### src/sv/rvs_pkg.sv
package rvs_pkg;

  localparam int unsigned VAL_W = 3;
  localparam int unsigned SET_W = 11;
  localparam int unsigned WAY_W = 4;
  localparam int unsigned RND_W = 16;
  // Divisor width of the remainder unit: enough for any set count
  localparam int unsigned DIV_W = 17;

  localparam logic OP_FIND   = 1'b0;
  localparam logic OP_UPDATE = 1'b1;

  localparam logic [VAL_W-1:0] HIT_VALUE  = 3'd7;
  localparam logic [VAL_W-1:0] FILL_VALUE = 3'd1;

  typedef struct packed {
    logic busy;
    logic done;
  } rem_stat_t;

endpackage

### src/sv/rvs_rem_unit.sv
module rvs_rem_unit (
  input  logic                           clk_i,
  input  logic                           rst_ni,
  input  logic                           start_i,
  input  logic [rvs_pkg::RND_W-1:0]      dividend_i,
  input  logic [rvs_pkg::DIV_W-1:0]      divisor_i,
  output rvs_pkg::rem_stat_t             stat_o,
  output logic [rvs_pkg::DIV_W-1:0]      rem_o
);

  localparam int unsigned CNT_W = $clog2(rvs_pkg::RND_W + 1);

  logic [rvs_pkg::DIV_W-1:0] rem_q, rem_d;
  logic [rvs_pkg::RND_W-1:0] dvd_q, dvd_d;
  logic [rvs_pkg::DIV_W-1:0] div_q, div_d;
  logic [CNT_W-1:0]          cnt_q, cnt_d;
  logic                      busy_q, busy_d;
  logic                      done_q, done_d;
  logic [rvs_pkg::DIV_W:0]   trial;

  // Restoring remainder, one dividend bit a cycle, MSB first
  always_comb begin
    rem_d  = rem_q;
    dvd_d  = dvd_q;
    div_d  = div_q;
    cnt_d  = cnt_q;
    busy_d = busy_q;
    done_d = 1'b0;
    trial  = {rem_q, dvd_q[rvs_pkg::RND_W-1]};
    if (start_i) begin
      rem_d  = '0;
      dvd_d  = dividend_i;
      div_d  = divisor_i;
      cnt_d  = CNT_W'(rvs_pkg::RND_W);
      busy_d = 1'b1;
    end else if (busy_q) begin
      if (trial >= {1'b0, div_q}) begin
        trial = trial - {1'b0, div_q};
      end
      rem_d = trial[rvs_pkg::DIV_W-1:0];
      dvd_d = {dvd_q[rvs_pkg::RND_W-2:0], 1'b0};
      cnt_d = cnt_q - 1'b1;
      if (cnt_q == CNT_W'(1)) begin
        busy_d = 1'b0;
        done_d = 1'b1;
      end
    end
  end

  always_ff @(posedge clk_i or negedge rst_ni) begin
    if (!rst_ni) begin
      busy_q <= 1'b0;
      done_q <= 1'b0;
      cnt_q  <= '0;
    end else begin
      busy_q <= busy_d;
      done_q <= done_d;
      cnt_q  <= cnt_d;
    end
  end

  always_ff @(posedge clk_i) begin
    rem_q <= rem_d;
    dvd_q <= dvd_d;
    div_q <= div_d;
  end

  assign stat_o.busy = busy_q;
  assign stat_o.done = done_q;
  assign rem_o       = rem_q;

endmodule

### config.mk
export PLATFORM = sky130hd
export DESIGN_NAME = rvs_rem_unit
export DESIGN_NICKNAME = d
export VERILOG_FILES = /design/src/sv/rvs_pkg.sv /design/src/sv/rvs_rem_unit.sv
export SDC_FILE = /design/constraint.sdc
export NUM_CORES = 1
export LEC_CHECK = 0
export BUFFER_PORTS_ARGS = -buffer_cell sky130_fd_sc_hd__buf_2
export CORE_UTILIZATION = 45
export CTS_CLUSTER_SIZE = 24
export DETAILED_ROUTE_END_ITERATION = 10
export GPL_TIMING_DRIVEN = 0
export HOLD_SLACK_MARGIN = 0.06
export PLACE_DENSITY = 0.66
export SYNTH_ARGS = -nofsm -noshare
export SYNTH_HDL_FRONTEND = slang
export SYNTH_SLANG_ARGS = --single-unit
### constraint.sdc
create_clock -name clk_i -period 2.7 [get_ports clk_i]
set_clock_uncertainty 0.2 [all_clocks]
set_input_delay 0.405 -clock clk_i [delete_from_list [all_inputs] [get_ports clk_i]]
set_output_delay 0.405 -clock clk_i [all_outputs]
set_load 0.005 [all_outputs]
; ---- After elaboration in Yosys (flattened, before gate mapping)
; Cells that the tools add are included.
; Widths: inputs -> output; s select.
[op_classes]
addsub = 2
order_cmp = 1
eq_ne = 1
mux = 11
reduce_logical = 1
[op_table]
columns = operator, n
row1 = $mux 16, 2
row2 = $ge 18x17->1, 1
row3 = $mux 17, 1
row4 = $sub 17x17->17, 1
row5 = $mux 5, 2
row6 = $mux 1, 6
row7 = $eq 5x1->1 const B, 1
row8 = $sub 5x1->5 const B, 1
row9 = $reduce_bool 2->1, 1
[totals]
register_bits = 57
in_bits = 36
output_inout_bits = 19
wordCells = 22

; ---- Logic depth before layout (Yosys ltp)
[depth]
ltp_word = 4
mapped_depth = 11
mapped_depth_nobuf = 10

; ---- Least setup slack after synthesis
; OpenSTA, ideal clock, no wires.
[synth_path]
path_kind = flip-flop to flip-flop
from = reg dvd_q[15] (netlist bit)
to = reg rem_q, in the netlist rem_o[9]
setup_ns = 0.132
arrival_ns = 2.135
required_ns = 2.368
path_slack_ns = 0.233
stages_incl_launch_ff = 12
path_buffers = 1
synth_period_minus_slack_ns = 2.467
cell_sequence = edfxtp_1 -> inv_1 -> ha_1 -> inv_1 -> fa_1 -> a21oi_1 -> o21ai_0 -> a22oi_2 -> a21oi_4 -> buf_6 -> nor3b_1 -> nor4_2
[synth_between]
elab_chain_cells = 2
word_cells_on_any_way = 3
classes_between = add/sub: 1 / order compare: 1 / mux: 1
[synth_lines]
columns = item, line_no
row1 = from (decl), rvs_rem_unit.sv:14  ; logic [rvs_pkg::RND_W-1:0] dvd_q, dvd_d;
row2 = from (signal assigned), rvs_rem_unit.sv:64  ; dvd_q <= dvd_d;
row3 = $sub 17x17->17 or $ge 18x17->1 (tied branches), "rvs_rem_unit.sv:38, rvs_rem_unit.sv:37"
row4 = $mux 17 (*), rvs_rem_unit.sv:37  ; if (trial >= {1'b0, div_q}) begin
row5 = to (signal assigned), rvs_rem_unit.sv:63  ; rem_q <= rem_d;
row6 = to (decl), rvs_rem_unit.sv:13  ; logic [rvs_pkg::DIV_W-1:0] rem_q, rem_d;
; Every way passes the cells marked *; elsewhere a longest branch is shown, timed or not.
; A chain may end at the register's enable or synchronous reset.

; ---- Worst setup path in the final report
; Ends and elaborated chain as after synthesis.

==> metrics.md <==
| Metric | Value |
|---|---|
| Aggregate global-route resource usage | `0.2059` |
| Routed vias/inst | `about 5.2` |
| Max-slew violation count | `0` |
| DRT iter0 DRCs | `~120` |
| CP delay by family, top | `compound AO/OA/AOI/OAI gates` |
| CTS root buf | `clkbuf_8` |
| IO Port Bufs | `54` |
| Crit path launch type | `flip-flop` |
| Setup CP Type | `flip-flop to flip-flop` |
| Clock Path Buffers | `2` |
| Worst Slack Setup Final | `about 0.13 ns` |
| Synth top cells by count | `edfxtp_1, nand2_1, inv_1, ha_1, nor2_1` |
| Relative slew slack | `0.5837` |
| Cell with the largest stage delay on the worst path | `fa_1` |
| Layout Area Growth over Synthesis | `25.85%` |
| Placed inst area | `roughly 0.0037 sq mm` |
| N_diodes | `0` |
| Fin crit share | `0.9525` |
| Post-Route WL | `roughly 7200 um` |
| Top post-synthesis cells by area | `edfxtp_1, dfxtp_1, ha_1, dfrtp_1, mux2_2` |
| Die span in x | `between 80 and 90 um` |
| Cell area after synthesis | `between 0.003 and 0.004 sq mm` |
| DRC viols | `0` |
| Outcome | `finished, final reports clean` |
| Final Instance Count excl. Fillers | `500` |
| DIE HEIGHT | `between 80 and 90 um` |
| Worst-Margin Slew | `between 0.6 and 0.7 ns` |
| # clock sinks | `between 50 and 60` |
| H-tree level count | `3` |
| PwrDens | `~620 mW/mm^2` |
| Routed WL per cell | `between 10 and 15 um` |
| Biggest area consumer among synthesized cells | `edfxtp_1` |
| Max Cap Viol | `0` |
| Via count | `around 2600` |
| Seq cells post-synth | `57` |
| Largest net degree at the start of global routing | `20` |
| Seq/Total Area, Yosys | `0.4597` |
| Ys Warns | `0` |
| Share of cells above drive strength 1 | `0.2698` |
| Total CTS buffers | `9` |
| CP Max Fanout | `10` |
| Dpl ws | `-0.3813 ns` |
| Die area | `approximately 0.0076 sq mm` |
| Starting Density | `0.4745` |
| Top_reg_cell synth | `edfxtp_1` |
| Antenna Violating Nets Remaining | `0` |
| Final Hold Fails | `0` |
| Hold Worst Slack | `between 0.1 and 0.15 ns` |
| Router iterations before antenna repair | `4` |
| Post-placement cell count | `463` |
| CP peak stage delay | `0.41 ns` |
| Initial antenna violation count | `0` |
| Fraction of registers with async set/reset | `0.1228` |
| Total global routing overflow | `0` |
| Library cells used by synthesis | `slightly above 60` |
| Final setup viols | `0` |
| Hpwl dp | `slightly below 5000 um` |
| Vias in the first global route | `roughly 2500` |
| First-pass GRT wire length | `about 12000 um` |
| Most numerous cell on the critical path | `inv_1` |
| Most common cell in the netlist | `edfxtp_1` |
| Final Wtd Congestion | `about 0.84` |
| Syn Area/Cell | `10.47 sq um` |
| Final Cell Area | `about 0.0041 sq mm` |
| Core area | `about 0.0069 sq mm` |
| Yosys top cell area share | `0.3024` |
| Mapped Nets | `about 370` |
| EDFF count, synth | `33` |
| Required @ worst endpoint | `roughly 2.7 ns` |
| Post-Syn Instances | `between 300 and 400` |
| Max frequency | `~400 MHz` |
| Tmin final | `between 2 and 3 ns` |
| Clock latency on the worst-skew pair | `between 0.3 and 0.4 ns` |
| CTS tree | `done` |
| Worst Hold Class | `input port to flip-flop` |
| Leakage power | `roughly 1.8 nW` |
| Final net count | `about 460` |
| IO Count | `55` |
| CP cell instances | `inv_1, ha_1, inv_1, fa_1, a21oi_2, o21ai_2, a22oi_2, a21oi_4, buf_6, nor3b_1, nor4_2` |
| Buf/Inv on CP | `3` |
| CP Capture Type | `flip-flop` |
| # fillers | `approximately 630` |
| Worst EP arrival | `~2.6 ns` |
| VDD IR-drop max | `around 0.00040 V` |
| Rows | `30` |
| Worst-path clk slew | `~0.070 ns` |
-- repair_timing --
item / CTS / global route
hold buffers: 18 / 0
endpoints found under the hold margin: 24 / 0
gates resized for setup: 3 / 1
buffers inserted: 1 / 2
endpoints found under the setup margin: 30 / 14
pin swaps: 0 / 5
-- power by group --
group	switching, mW	total (mW)	internal (mW)
Sequential	0.0588	1.09	1.03
Combinational	0.261	0.497	0.237
Clock	0.376	0.988	0.612
-- registers in the layout, indices dropped and copies added, names as in the netlist --
register	flops
div_q	17
cnt_q	5
busy_q	1
rem_o	17
done_q	1
dvd_q	16
-- logic make-up after synthesis --
kind of cell             synth area share
AO/OA/AOI/OAI                      0.1417
multiplexers                      0.08209
XOR/XNOR                          0.03475
AND/OR/NAND/NOR                    0.1501
buffers and inverters             0.05307
adder cells (fa/ha/maj)           0.07866
flip-flops                         0.4597
-- cell usage in the layout, fill, tap and decap left out, drive strengths merged, types with 6 or more instances in the layout --
| cell type | count |
|---|---|
| inv | 25 |
| o21ai | 17 |
| mux2 | 15 |
| nor2b | 6 |
| dfrtp | 7 |
| mux2i | 10 |
| nand3 | 7 |
| dfxtp | 17 |
| edfxtp | 33 |
| buf | 65 |
| xnor2 | 8 |
| a21oi | 15 |
| nand2 | 29 |
| ha | 19 |
| dlygate4sd3 | 18 |
| clkbuf | 16 |
| nor2 | 18 |
-- worst reg2reg max path, stage by stage (launching register included) --
cell and delay [ns]:
edfxtp_1 0.36, inv_1 0.09, ha_1 0.17, inv_1 0.06, fa_1 0.41, a21oi_2 0.22, o21ai_2 0.11, a22oi_2 0.23
a21oi_4 0.12, buf_6 0.18, nor3b_1 0.23, nor4_2 0.08
-- final timing paths --
check	slack, ns	depth (start not counted)	to	start
setup / recovery	0.13	11	rem_o[9]$_SDFFE_PP0P_	dvd_q[15]$_DFFE_PP_
hold / removal	0.14	2	dvd_q[0]$_SDFFCE_PN0P_	dividend_i[0]
setup reg to reg	0.13	11	rem_o[9]$_SDFFE_PP0P_	dvd_q[15]$_DFFE_PP_
hold reg to reg	0.29	2	rem_o[4]$_SDFFE_PP0P_	rem_o[4]$_SDFFE_PP0P_
max in group asynchronous	1.91	2	done_q$_DFF_PN0_	rst_ni
min in group asynchronous	0.23	2	cnt_q[0]$_DFFE_PN0P_	rst_ni
-- area by class of cell --
cell class	instances	area, sq um	area share
flip-flops and latches	57	1506	0.3653
multi-input cells	215	1604	0.3890
well taps	96	120.1	0.02913
clock inverters	7	118.9	0.02882
plain buffers	15	76.32	0.01851
repair buffers	75	473.0	0.1147
inverters	26	101.3	0.02458
clock buffers	9	123.9	0.03004
-- routing by layer --
layer  wire length (um)  up-vias  GRT usage
li1                   -     1302          -
met5                  0        -          0
met3                301       10    0.05118
met1               3451     1220     0.2629
met2               3371       65     0.3303
met4                122        0    0.09091
-- stage by stage --
step	utilization	setup TNS [ns]	total power [mW]
floorplan	-	0	1.441
global placement	0.5310	-5.342	1.559
detailed placement	0.5310	-6.764	1.572
CTS	0.5944	0	2.585
global route	0.5971	-0.004512	2.693
finish	0.5971	0	2.575
Note: power is estimated with default switching activity, not from simulation.
